**config.mk**
```make
export PLATFORM = sky130hd
export DESIGN_NAME = radar_target_frame_parser_top
export DESIGN_NICKNAME = d
export VERILOG_FILES = /design/src/rtl/rtfp_pkg.sv /design/src/rtl/radar_target_frame_parser_top.sv /design/src/rtl/rtfp_record_decode.sv
export SDC_FILE = /design/constraint.sdc
export NUM_CORES = 1
export LEC_CHECK = 0
export BUFFER_PORTS_ARGS = -buffer_cell sky130_fd_sc_hd__buf_2
export CORE_MARGIN = 2
export CORE_UTILIZATION = 61
export CTS_BUF_LIST = sky130_fd_sc_hd__clkbuf_16
export CTS_CLUSTER_SIZE = 28
export DETAILED_ROUTE_END_ITERATION = 6
export PLACE_DENSITY = 0.79
export SLEW_MARGIN = 10
export SYNTH_ARGS = -nofsm -noshare
export SYNTH_HDL_FRONTEND = slang
export SYNTH_SLANG_ARGS = --single-unit
```
**constraint.sdc**
```tcl
create_clock -name clk -period 2.4 [get_ports clk]
set_input_delay 0.36 -clock clk [delete_from_list [all_inputs] [get_ports clk]]
set_output_delay 0.36 -clock clk [all_outputs]
set_load 0.05 [all_outputs]
```
**src/rtl/rtfp_pkg.sv**
```systemverilog
// ============================================================================
// rtfp_pkg
// Shared types, constants and decode helpers for the radar target frame parser.
// ============================================================================
package rtfp_pkg;

    // Default frame geometry.
    localparam int TARGETS_DEF      = 3;
    localparam int RECORD_BYTES_DEF = 8;

    // Fixed frame framing.
    localparam int HEADER_LEN  = 4;
    localparam int FOOTER_LEN  = 2;
    // Bytes of each record that carry x, y and speed.
    localparam int FIELD_BYTES = 6;

    localparam logic [7:0] SYNC_PATTERN [HEADER_LEN] = '{8'hAA, 8'hFF, 8'h03, 8'h00};
    localparam logic [7:0] FOOTER_LO  = 8'h55;
    localparam logic [7:0] FOOTER_HI  = 8'hCC;
    localparam logic [15:0] SIGN_MASK = 16'h8000;
    localparam logic [15:0] MAG_MASK  = 16'h7FFF;

    // Result kinds carried on tuser.
    localparam logic KIND_TARGET = 1'b0;
    localparam logic KIND_ERROR  = 1'b1;

    // The six payload bytes of one target record, byte 0 first.
    typedef logic [7:0] record_t [FIELD_BYTES];

    // Decoded fields of one target.
    typedef struct packed {
        logic signed [15:0] pos_x;
        logic signed [15:0] pos_y;
        logic signed [15:0] speed_cm_s;
        logic               active;
    } target_t;

    // Little-endian sign-magnitude to two's complement. A set top bit means
    // positive; a clear top bit means negative, and negative zero becomes 0.
    function automatic logic signed [15:0] sm_to_tc(input logic [7:0] lo,
                                                    input logic [7:0] hi);
        logic [15:0] raw;
        logic [15:0] mag;
        raw = {hi, lo};
        mag = raw & MAG_MASK;
        if ((raw & SIGN_MASK) != 16'h0000)
        begin
            return mag;
        end
        return 16'h0000 - mag;
    endfunction

endpackage

```
**src/rtl/radar_target_frame_parser_top.sv**
```systemverilog
// ============================================================================
// radar_target_frame_parser_top
// Locks onto the AA FF 03 00 header, stores the target records of a frame in
// a byte memory, checks the 55 CC footer and reports one item per target, or
// one error item for a bad footer.
// ============================================================================
//
//  Channel   Dir  tdata                                   tuser  tlast
//  s_axis    in   data_byte[7:0]                          -      -
//  m_axis    out  target_index, pos_x, pos_y, speed,      kind   last
//                 active (56 bits, zero filled)
//
//  s_axis accepts a byte whenever the parser is idle; tready is low only
//  while a completed frame is unloaded. For a good frame the unload reads
//  each target record as six memory reads, each followed by a capture, then
//  loads the output; a bad footer skips the reads and loads the error item.
//  The single read port of the record memory serialises the reads. A stalled
//  m_axis holds the output register and the unload waits for it. rst_n clears
//  the byte count, state and output register; the record memory has no reset.
//
module radar_target_frame_parser_top #(
    parameter int TARGETS      = rtfp_pkg::TARGETS_DEF,
    parameter int RECORD_BYTES = rtfp_pkg::RECORD_BYTES_DEF
) (
    input  logic        clk,
    input  logic        rst_n,
    // s_axis_tdata: [7:0] data_byte
    input  logic [7:0]  s_axis_tdata,
    input  logic        s_axis_tvalid,
    output logic        s_axis_tready,
    // m_axis_tdata: [1:0] target_index, [17:2] pos_x, [33:18] pos_y,
    // [49:34] speed_cm_s, [50] active, [55:51] zero
    output logic [55:0] m_axis_tdata,
    // m_axis_tuser: [0] kind
    output logic        m_axis_tuser,
    output logic        m_axis_tlast,
    output logic        m_axis_tvalid,
    input  logic        m_axis_tready
);
    import rtfp_pkg::*;

    localparam int BODY_LEN  = TARGETS * RECORD_BYTES;
    localparam int FRAME_LEN = HEADER_LEN + BODY_LEN + FOOTER_LEN;
    localparam int CNT_W     = $clog2(FRAME_LEN);
    localparam int ADDR_W    = $clog2(BODY_LEN);
    localparam int TGT_W     = (TARGETS > 1) ? $clog2(TARGETS) : 1;
    localparam int K_W       = $clog2(FIELD_BYTES);

    typedef enum logic [1:0] {
        S_IDLE,
        S_READ,
        S_CAPTURE,
        S_EMIT
    } state_t;

    state_t            state_reg;
    logic [CNT_W-1:0]  count_reg;
    logic              footer_lo_reg;
    logic              error_reg;
    logic [TGT_W-1:0]  tgt_reg;
    logic [ADDR_W-1:0] base_reg;
    logic [K_W-1:0]    k_reg;
    record_t           rec_reg;
    logic [7:0]        rd_data_reg;
    logic [7:0]        mem [BODY_LEN];

    logic              in_fire;
    logic              out_free;
    logic              mem_we;
    logic [ADDR_W-1:0] wr_addr;
    logic [ADDR_W-1:0] rd_addr;
    logic              last_tgt;
    target_t           target;

    logic [1:0]         out_idx_reg;
    logic signed [15:0] out_x_reg;
    logic signed [15:0] out_y_reg;
    logic signed [15:0] out_s_reg;
    logic               out_active_reg;
    logic               out_kind_reg;
    logic               out_last_reg;
    logic               out_valid_reg;

    assign s_axis_tready = (state_reg == S_IDLE);
    assign in_fire       = s_axis_tvalid && s_axis_tready;
    assign out_free      = !out_valid_reg || m_axis_tready;
    assign last_tgt      = (tgt_reg == TGT_W'(TARGETS - 1));

    // Record bytes land at their offset past the header; footer bytes are not stored.
    assign mem_we  = in_fire && (count_reg >= CNT_W'(HEADER_LEN))
                     && (count_reg < CNT_W'(HEADER_LEN + BODY_LEN));
    assign wr_addr = ADDR_W'(count_reg - CNT_W'(HEADER_LEN));
    assign rd_addr = base_reg + ADDR_W'(k_reg);

    // Record memory, one write and one registered read port.
    always_ff @(posedge clk)
    begin
        if (mem_we)
        begin
            mem[wr_addr] <= s_axis_tdata;
        end
        rd_data_reg <= mem[rd_addr];
    end

    rtfp_record_decode u_decode (
        .rec    (rec_reg),
        .target (target)
    );

    // Frame sequencer and output register.
    always_ff @(posedge clk or negedge rst_n)
    begin
        if (!rst_n)
        begin
            state_reg      <= S_IDLE;
            count_reg      <= '0;
            footer_lo_reg  <= 1'b0;
            error_reg      <= 1'b0;
            tgt_reg        <= '0;
            base_reg       <= '0;
            k_reg          <= '0;
            rec_reg        <= '{default: 8'h00};
            out_idx_reg    <= 2'd0;
            out_x_reg      <= 16'sd0;
            out_y_reg      <= 16'sd0;
            out_s_reg      <= 16'sd0;
            out_active_reg <= 1'b0;
            out_kind_reg   <= KIND_TARGET;
            out_last_reg   <= 1'b0;
            out_valid_reg  <= 1'b0;
        end
        else
        begin
            if (out_valid_reg && m_axis_tready)
            begin
                out_valid_reg <= 1'b0;
            end
            case (state_reg)
                S_IDLE:
                begin
                    if (in_fire)
                    begin
                        if (count_reg < CNT_W'(HEADER_LEN))
                        begin
                            // Header hunt: a stray AA restarts the match at one.
                            if (s_axis_tdata == SYNC_PATTERN[count_reg[1:0]])
                            begin
                                count_reg <= count_reg + 1'b1;
                            end
                            else if (s_axis_tdata == SYNC_PATTERN[0])
                            begin
                                count_reg <= CNT_W'(1);
                            end
                            else
                            begin
                                count_reg <= '0;
                            end
                        end
                        else if (count_reg == CNT_W'(FRAME_LEN - 1))
                        begin
                            // Frame complete: check footer and start the unload.
                            count_reg <= '0;
                            tgt_reg   <= '0;
                            base_reg  <= '0;
                            k_reg     <= '0;
                            if (footer_lo_reg && (s_axis_tdata == FOOTER_HI))
                            begin
                                error_reg <= 1'b0;
                                state_reg <= S_READ;
                            end
                            else
                            begin
                                error_reg <= 1'b1;
                                state_reg <= S_EMIT;
                            end
                        end
                        else
                        begin
                            if (count_reg == CNT_W'(FRAME_LEN - 2))
                            begin
                                footer_lo_reg <= (s_axis_tdata == FOOTER_LO);
                            end
                            count_reg <= count_reg + 1'b1;
                        end
                    end
                end
                S_READ:
                begin
                    state_reg <= S_CAPTURE;
                end
                S_CAPTURE:
                begin
                    rec_reg[k_reg] <= rd_data_reg;
                    if (k_reg == K_W'(FIELD_BYTES - 1))
                    begin
                        state_reg <= S_EMIT;
                    end
                    else
                    begin
                        k_reg     <= k_reg + 1'b1;
                        state_reg <= S_READ;
                    end
                end
                S_EMIT:
                begin
                    if (out_free)
                    begin
                        out_valid_reg <= 1'b1;
                        if (error_reg)
                        begin
                            out_kind_reg   <= KIND_ERROR;
                            out_idx_reg    <= 2'd0;
                            out_x_reg      <= 16'sd0;
                            out_y_reg      <= 16'sd0;
                            out_s_reg      <= 16'sd0;
                            out_active_reg <= 1'b0;
                            out_last_reg   <= 1'b1;
                            state_reg      <= S_IDLE;
                        end
                        else
                        begin
                            out_kind_reg   <= KIND_TARGET;
                            out_idx_reg    <= 2'(tgt_reg);
                            out_x_reg      <= target.pos_x;
                            out_y_reg      <= target.pos_y;
                            out_s_reg      <= target.speed_cm_s;
                            out_active_reg <= target.active;
                            out_last_reg   <= last_tgt;
                            if (last_tgt)
                            begin
                                state_reg <= S_IDLE;
                            end
                            else
                            begin
                                tgt_reg   <= tgt_reg + 1'b1;
                                base_reg  <= base_reg + ADDR_W'(RECORD_BYTES);
                                k_reg     <= '0;
                                state_reg <= S_READ;
                            end
                        end
                    end
                end
                default:
                begin
                    state_reg <= S_IDLE;
                end
            endcase
        end
    end

    // Output packing.
    assign m_axis_tdata  = {5'd0, out_active_reg, out_s_reg, out_y_reg, out_x_reg, out_idx_reg};
    assign m_axis_tuser  = out_kind_reg;
    assign m_axis_tlast  = out_last_reg;
    assign m_axis_tvalid = out_valid_reg;

`ifndef SYNTH
    // An error item is a lone, all-zero, final item.
    a_error_item: assert property (@(posedge clk) disable iff (!rst_n)
        (m_axis_tvalid && (m_axis_tuser == KIND_ERROR))
        |-> (m_axis_tlast && (m_axis_tdata == 56'd0)))
        else $error("error item with payload or without last");

    // The byte count restarts for every frame unload.
    a_count_idle: assert property (@(posedge clk) disable iff (!rst_n)
        (state_reg != S_IDLE) |-> (count_reg == '0))
        else $error("byte count not cleared during unload");

    // The byte count stays inside one frame.
    a_count_range: assert property (@(posedge clk) disable iff (!rst_n)
        count_reg < CNT_W'(FRAME_LEN))
        else $error("byte count out of frame range");

    // A pending item is never overwritten by the unload.
    a_no_overwrite: assert property (@(posedge clk) disable iff (!rst_n)
        ((state_reg == S_EMIT) && out_valid_reg && !m_axis_tready)
        |=> ($stable(m_axis_tdata) && $stable(m_axis_tlast) && (state_reg == S_EMIT)))
        else $error("output register changed while stalled");

    // No record byte is written while a frame is being read back.
    a_no_write_unload: assert property (@(posedge clk) disable iff (!rst_n)
        mem_we |-> (state_reg == S_IDLE))
        else $error("record memory written during unload");
`endif

endmodule

```
**src/rtl/rtfp_record_decode.sv**
```systemverilog
// ============================================================================
// rtfp_record_decode
// Turns the six payload bytes of one target record into signed x, y and
// speed values plus the active flag.
// ============================================================================
module rtfp_record_decode (
    input  rtfp_pkg::record_t rec,
    output rtfp_pkg::target_t target
);
    import rtfp_pkg::*;

    logic signed [15:0] x_val;
    logic signed [15:0] y_val;

    // Each field is a little-endian sign-magnitude pair.
    assign x_val = sm_to_tc(rec[0], rec[1]);
    assign y_val = sm_to_tc(rec[2], rec[3]);

    // A target is active when either coordinate is nonzero.
    always_comb
    begin
        target.pos_x      = x_val;
        target.pos_y      = y_val;
        target.speed_cm_s = sm_to_tc(rec[4], rec[5]);
        target.active     = (x_val != 16'sd0) || (y_val != 16'sd0);
    end

endmodule
```
==> results of run 1 <==
==> how the worst min path moves through the flow <==
stage	to	slack, ps
after floorplan	base_reg[3]	60
after global placement	out_y_reg[7]	390
after detailed placement	out_y_reg[7]	390
after CTS	mem[7][6]	110
after global routing	mem[7][6]	120
final	mem[7][6]	140
==> worst reg2reg max path, stage by stage (launching register included) <==
cell and delay [ps]:
sky130_fd_sc_hd__dfrtp_1 450, sky130_fd_sc_hd__nor4_1 410, sky130_fd_sc_hd__buf_4 200, sky130_fd_sc_hd__a41oi_1 140, sky130_fd_sc_hd__xnor2_1 310, sky130_fd_sc_hd__nand4_1 130, sky130_fd_sc_hd__nor4_1 270, sky130_fd_sc_hd__buf_4 160
sky130_fd_sc_hd__a31oi_1 70
==> cells by family after synthesis <==
family	count (synthesis)
other cells	1
fa+ha+maj	18
flops	318
xor+xnor	39
buf+inv	79
mux	109
compound gates	153
simple gates	266
==> synthesized netlist by cell type, types with 18 or more instances <==
cell,number
sky130_fd_sc_hd__nor2_1,74
sky130_fd_sc_hd__a21oi_1,28
sky130_fd_sc_hd__inv_1,27
sky130_fd_sc_hd__clkbuf_1,25
sky130_fd_sc_hd__xnor2_1,35
sky130_fd_sc_hd__o21ai_0,63
sky130_fd_sc_hd__dfrtp_1,118
sky130_fd_sc_hd__ha_1,18
sky130_fd_sc_hd__nand2_1,93
sky130_fd_sc_hd__edfxtp_1,192
sky130_fd_sc_hd__mux4_2,53
sky130_fd_sc_hd__mux2_2,43
sky130_fd_sc_hd__nor3_1,22
==> where the power goes <==
part	internal, mW	switching, mW	leakage [nW]
Clock	2.46	2.02	0.480
Combinational	2.51	4.30	2.25
Sequential	6.75	1.20	3.24
==> per-stage QoR <==
step                instances  hold slack [ps]  setup TNS (ps)  util, %
global placement         1367              385               0     66.5
CTS                      1425              114               0     70.7
detailed placement       1367              388               0     66.5
global route             1425              123           -34.6     70.9
floorplan                 987             64.4          -11620        -
finish                   1425              139               0     70.9
==> what timing repair did <==
action                                 4_1_cts  5_1_grt
gates resized for setup                      0        9
endpoints found under the hold margin       41        0
buffers inserted                             0        0
hold buffers                                 1        0
setup endpoints to repair                    0      144
==> area by class of cell <==
type	instances	area [µm²]
clock buffers	31	776
clock inverters	26	160
fillers	1494	6550
inverters	27	101
multi-input cells	590	4680
flip-flops and latches	318	8880
well taps	285	357
repair buffers	148	1000
==> routing by layer <==
| metal | vias to the layer above | GRT usage [%] | part of all wire, % | wire length, µm |
|---|---|---|---|---|
| li1 | 3936 | - | - | - |
| met1 | 4351 | 36.1 | 39 | 12800 |
| met2 | 368 | 47.7 | 50 | 16200 |
| met3 | 98 | 3.89 | 6.2 | 2010 |
| met4 | 0 | 12.3 | 4.8 | 1560 |
| met5 | - | 0 | 0 | 0 |
==> impl.org, run 1 <==
** Status
- The run finished with clean final reports.

** Power
- The worst-case IR drop observed on VDD is roughly 0.65 mV.
- Leakage power total :: 5.97 nW
- PnR Total Power :: 19.2 mW
- Power spread over the standard cell area amounts to 1210 nW/µm².

** STA
- Final hold vios :: 0
- The worst path meets setup with 124 ps of slack.
- Final Max Slew Viols :: 0
- Based on the critical path, the design can be clocked at up to around 440 MHz.
- Minimum clock period after layout :: between 2000 and 2500 ps
- Setup violations remaining at the end of the flow were counted as 0.
- Final worst clock skew :: between 10 and 15 ps
- The worst pin sits at a relative slew slack of approximately 57%.
- For the pin with the worst max-slew slack, the measured transition is 650 ps.
- In the finished design, the share of the clock period the worst path needs comes to around 95%.

** Critical path
- The most critical setup path has its startpoint at rec_reg[31].
- The critical path goes through nor4_1 -> buf_4 -> a41oi_1 -> xnor2_1 -> nand4_1 -> nor4_1 -> buf_4 -> a31oi_1.
- In this run the number of cells on the critical path is 8.
- In this design, the stage delay of the slowest critical-path cell is 450 ps.
- Together, buffers and inverters on the worst path number 2.
- Reg-to-reg critical path endpoint :: out_active_reg
- Required time at the worst-slack endpoint :: between 2000 and 3000 ps
- In this run the critical register-to-register path is launched from rec_reg[31].
- Across all register-to-register paths, the minimum setup slack is between 100 and 150 ps.
- Of all nets on the critical path, the largest fanout is 5.
- The slowest stage of the critical path is the sky130_fd_sc_hd__dfrtp_1 cell.
- Broken down by cell family, the worst path's largest delay share belongs to simple AND/OR/NAND/NOR gates.
- By startpoint and endpoint, the worst setup path is classified as register to register.
- The critical path ends at out_active_reg.
- STA puts the critical path data arrival time at around 2700 ps.
- Crit end category :: register
- For the worst flop-to-flop path, the logic depth is 8.
- The worst setup path is launched from a register.

** Hold path
- Hold path startpoint :: s_axis_tdata[6]
- The path class of the tightest hold or removal check is input port to register.
- Hold-critical path depth :: 1

** Detailed routing
- Routed vias/inst :: just over 6
- The count of nets left with antenna violations once routing finished came out at 0.
- Number of design-rule violations left by the first detailed-router iteration :: 797
- In the final routed layout, each cell accounts on average for 22.9 µm.
- Number of search-and-repair iterations in the first detailed-routing pass :: 5
- The routed layout has approximately 8,800 vias.
- DRC :: 0
- For this block, the routed nets add up to around 33,000 µm of wire.

** Synthesis
- Instance count of the mapped netlist :: approximately 980
- Dividing the synthesized area by the synthesized cell count gives ~14 µm².
- Summing the areas of all fa, ha and maj instances in the mapped netlist gives under 10% of the synthesized area.
- During synthesis, Yosys emitted a total of 0 warnings.
- Ranked by total cell area, the synthesized netlist is headed by sky130_fd_sc_hd__edfxtp_1, sky130_fd_sc_hd__dfrtp_1, sky130_fd_sc_hd__mux4_2, sky130_fd_sc_hd__mux2_2, sky130_fd_sc_hd__nand2_1.
- Synth cell types :: between 60 and 70
- Post-synthesis xor/xnor area fraction :: ~2.5%
- Number of synthesized flops with an enable pin :: roughly 190
- Combinational family with the most area after synthesis :: multiplexers
- Most frequently used flop master after synthesis :: sky130_fd_sc_hd__edfxtp_1
- Synth Cell Area :: about 14,000 µm²
- Summing the areas of all and, or, nand and nor instances in the mapped netlist gives 9.43% of the synthesized area.
- Cell type with the largest total area after synthesis :: sky130_fd_sc_hd__edfxtp_1
- After synthesis, flip-flops and latches occupy roughly 64% of the total area.
- In the synthesized netlist, mux cells make up 13.0% of the area.
- Area share of the leading cell type in the synthesized netlist :: between 40% and 50%
- Complex-gate fraction of the synthesized area :: under 10%
- Counting flops and latches in the post-synthesis netlist gives roughly 320.
- Fraction of synthesis flops using an asynchronous set or reset pin :: between 30% and 40%

** Global route
- Global-route wire length before repair :: roughly 51,000 µm
- Across every metal layer, demand over resource in global routing totals between 20% and 30%.
- Maximum number of pins on one net before global-route repair :: 60
- Number of antenna violations at the first check in global routing :: 0
- The total overflow left after global routing is 0.
- The number of global-route vias before repair was slightly below 9,000.

** Die
- # IOs :: 72
- From left edge to right edge, the die measures roughly 150 µm.
- The die covers 23,900 µm².
- The initial utilization of the core area, before any placement, comes to slightly above 60%.
- Die H :: 155 µm
- The core region is approximately 23,000 µm².
- Number of rows created at floorplan :: 55

** Final layout
- Layout cells sized above 1 :: between 20 and 30%
- Flip-flop count of the largest register after layout :: 192
- In the layout the commonest cells are sky130_fd_sc_hd__edfxtp_1, sky130_fd_sc_hd__dfrtp_1, sky130_fd_sc_hd__nand2_1.
- Layout-stage area growth over the synthesis result :: 15.1%
- In the final design database the tool counted around 1,100 nets.
- Antenna diode instance count :: 0
- Once layout is done, the placed cells without fillers occupy between 15,000 and 20,000 µm².
- Commonest non-fill, non-tap cell in the layout :: sky130_fd_sc_hd__edfxtp_1

** Clocking
- The longest clock path from root to sink contains 3 buffers.
- Root Buffer :: sky130_fd_sc_hd__clkbuf_16
- Clock network latency to the later pin of the worst-skew pair :: ~570 ps
- Clock-pin slew was measured on the worst setup and hold paths at roughly 60 ps.
- Num CTS Buffers :: 31
- Number of levels the H-tree was split into :: 1
- The clock net in this run drives a total of 318 sinks.
- TritonCTS built the clock tree.

** Placement
- Worst slack at placement :: between 70 and 80 ps
- Once placement finished, the instance area stood at roughly 15,000 µm².
- Port buffering added 66 buffers.
- Detailed placement finished with a half-perimeter wire length of around 22,000 µm.
- Routability-driven placement congestion ratio :: around 0.89

** Flow run
- Number of max-cap violations :: 0
Note: power is estimated with default switching activity, not from simulation.
==> inputs of run 2 (changes only) <==
--- a/config.mk
+++ b/config.mk
@@ -12,6 +12,7 @@
 export CTS_CLUSTER_SIZE = 28
 export DETAILED_ROUTE_END_ITERATION = 6
 export PLACE_DENSITY = 0.79
+export SETUP_SLACK_MARGIN = 0.2
 export SLEW_MARGIN = 10
 export SYNTH_ARGS = -nofsm -noshare
 export SYNTH_HDL_FRONTEND = slang
==> run 2 against run 1 <==
  * Non-clock buffer count grew 14
  * Sequential power is essentially flat
  * Register-to-register slack better by 90 ps
  * Critical path type unchanged
  * Critical path depth down 2
  * Global-route usage increased by 0.64 points
  * Largest power group unchanged
  * Utilization up 2.8 points
  * Flip-flop and latch count did not move
  * Highest routed layer unchanged
==> impl.org, run 2 (synthesis gave the netlist of run 1 again) <==
** Global route
- The maximum number of pins on one net before global-route repair came to 50 (-17%).
- The number of global-route vias before repair was 8,895 (+0.15%).
- Number of antenna violations at the first check in global routing :: 0 (unchanged)
- The global-route wire length before repair is 51,900 µm (+2.5%).
- Overall global routing resource usage :: 28.6% (+0.64 points)
- The total global routing overflow was 0 (unchanged).

** Placement
- Count of input and output buffers :: 66 (unchanged)
- Total instance count after detailed placement :: 1,333 (-2.5%)
- The area after detailed placement is 14,900 µm² (-0.33%).
- Routability-driven placement congestion ratio :: 0.885 (-1.1%)
- The HPWL after detailed placement was 21,000 µm (-5.8%).

** Final layout
- Layout cells sized above 1 :: 32.1% (+5.0 points)
- The number of flip-flops in the largest register came to 192 (unchanged).
- Layout-stage area growth over the synthesis result :: 19.6%
- The post-layout instance count excluding filler cells came to 1,439 (+0.98%).
- Most frequent cells in the layout :: sky130_fd_sc_hd__edfxtp_1, sky130_fd_sc_hd__dfrtp_1, sky130_fd_sc_hd__nand2_1
- Final Instance Area :: 16,600 µm² (+3.9%)
- The library cell used most frequently in the layout, excluding fill and tap cells, is sky130_fd_sc_hd__edfxtp_1.
- Antenna diode instance count :: 0 (unchanged)
- The final net count came to 1,160 (+1.2%).

** STA
- Setup repair after global routing could not meet its margin everywhere.
- The final setup violation count was 0 (unchanged).
- The final critical-path required period is 2190 ps (-90.8 ps).
- The number of hold violations in the final report was 0 (unchanged).
- The total negative setup slack was 0 ps (unchanged).
- Final Max Slew Viols :: 0 (unchanged)
- The worst hold slack is 196 ps (+56.7 ps).
- Tightest Pin Transition :: 757 ps (+107 ps)
- Maximum operating frequency :: 458 MHz (+4.2%)
- The relative slew slack is 49.5% (-7.1 points).
- The worst clock skew on the final layout was 15.1 ps (+2.73 ps).
- The share of the cycle needed by the critical path after routing was 91.1% (-3.8 points).

** Clocking
- The clock sink count came to 318 (unchanged).
- The CTS H-tree depth came to 1 (unchanged).
- Num CTS Buffers :: 31 (unchanged)
- Clock network latency to the later pin of the worst-skew pair :: 570 ps (about the same)
- Clock edge transition at the registers on the reported setup and hold paths :: 70 ps (about the same)
- Bufs on Longest Clock Path :: 3 (unchanged)
- Root Buffer :: sky130_fd_sc_hd__clkbuf_16
- TritonCTS clock tree :: built

** Detailed routing
- The initial detailed-routing violation count was 899 (+13%).
- DRT antenna net count :: 0 (unchanged)
- The detailed-route wire length came to 34,000 µm (+4.3%).
- Number of search-and-repair iterations in the first detailed-routing pass :: 5 (unchanged)
- Routed wire per std cell :: 23.6 µm (+3.3%)
- DRC :: 0 (unchanged)
- The via count normalized by instance count is 6.22 (+1.3%).
- Routed vias :: 8,950 (+2.3%)

** Critical path
- The worst setup path is captured at a register.
- Delay-heaviest family, CP :: simple AND/OR/NAND/NOR gates
- The sum of buffers and inverters on the critical path was 2 (unchanged).
- The endpoint required time on the critical path came to 2680 ps (-150 ps).
- The critical path is of the register to register type.
- The longest individual stage delay on the worst path is 470 ps (+20 ps).
- The slowest stage of the critical path is the sky130_fd_sc_hd__dfrtp_2 cell.
- Top fanout value on the critical path :: 9 (+4)
- Worst path cell trace :: inv_1 -> ha_1 -> nand2_1 -> or2_2 -> nor2_4 -> buf_12
- STA classifies the critical path startpoint as a register.
- Arr. time, crit path :: 2470 ps (-240 ps)

** Die
- The width of the chip was 155 µm (unchanged).
- The number of rows created at floorplan came to 55 (unchanged).
- Die H :: 155 µm (unchanged)
- The initial cell density of the core is 61.6% (unchanged).
- Full die area :: 23,900 µm² (unchanged)
- # IOs :: 72 (unchanged)
- The placeable core area came to 22,500 µm² (unchanged).

** Power
- The maximum VDD drop is 0.763 mV (+17%).
- The total power draw came to 19.5 mW (+1.6%).
- Power density normalized to cell area :: 1180 nW/µm² (-2.2%)
- Leakage power total :: 6.15 nW (+3.1%)

** Flow run
- The number of max-cap violations is 0 (unchanged).

** Hold path
- The path class of the tightest hold or removal check is input port to register.

** Status
- The flow ran to the end, and the final reports show no timing, DRC or antenna violations.
-- run 2: changes by cell type in the layout (fill, tap and decap cells not counted), moves of 3 or more --
cell / before / now
sky130_fd_sc_hd__clkinv_2: 6 / 9
sky130_fd_sc_hd__buf_12: 4 / 23
sky130_fd_sc_hd__nand2_4: 0 / 4
sky130_fd_sc_hd__nor2_1: 74 / 49
sky130_fd_sc_hd__nand2_1: 92 / 86
sky130_fd_sc_hd__buf_4: 78 / 73
sky130_fd_sc_hd__nor2_4: 0 / 24
-- run 2: tightest hold or removal path: cells and delay by family --
family	cells	cell delay [ps]
AND/OR/NAND/NOR	2	160
buffers and inverters	1	120
AO/OA/AOI/OAI	1	80
-- run 2: routing by layer --
layer / global-route usage [%] / part of all wire (%) / wire length, µm / up-vias
met5: 0 / 0 / 0 / -
met4: 10.5 / 3.9 / 1320 / 0
met3: 4.71 / 7.0 / 2390 / 81
met2: 47.6 / 50 / 17100 / 436
met1: 38.4 / 39 / 13200 / 4465
li1: - / - / - / 3968
-- run 2: timing repair --
item	CTS	global route
gates cloned	0	0
hold buffers	1	0
pin swaps	20	7
setup buffers	30	18
hold endpoints to repair	38	0
gates resized for setup	6	28
setup endpoints to repair	197	204
-- run 2: layout make-up --
cell class / instances / area (µm²)
Sequential cell: 318 / 8890
Fill cell: 1368 / 5930
Multi-Input combinational cell: 590 / 4970
Timing Repair Buffer: 162 / 1340
Clock buffer: 31 / 776
Tap cell: 285 / 357
Clock inverter: 26 / 135
Inverter: 27 / 101
-- run 2: worst paths after layout --
| check | from | endpoint | slack, ps | cells after the start |
|---|---|---|---|---|
| setup / recovery | count_reg[2] | mem[3][6] | 210 | 6 |
| hold / removal | s_axis_tdata[3] | footer_lo_reg | 200 | 4 |
| setup reg to reg | count_reg[2] | mem[3][6] | 210 | 6 |
| hold reg to reg | out_x_reg[8] | out_x_reg[8] | 470 | 2 |
| max in group asynchronous | rst_n | k_reg[2] | 1270 | 3 |
| min in group asynchronous | rst_n | out_y_reg[13] | 330 | 2 |
-- run 2: per-stage QoR --
stage | setup WS, ps | util [%]
global route | 124 | 73.7
CTS | 108 | 72.5
floorplan | 238 | -
detailed placement | 47.3 | 66.3
global placement | 104 | 66.3
finish | 214 | 73.7
-- run 2: power breakdown --
group | internal (mW) | switching (mW)
sequential | 6.75 | 1.17
clock | 2.35 | 2.07
combinational | 2.68 | 4.53
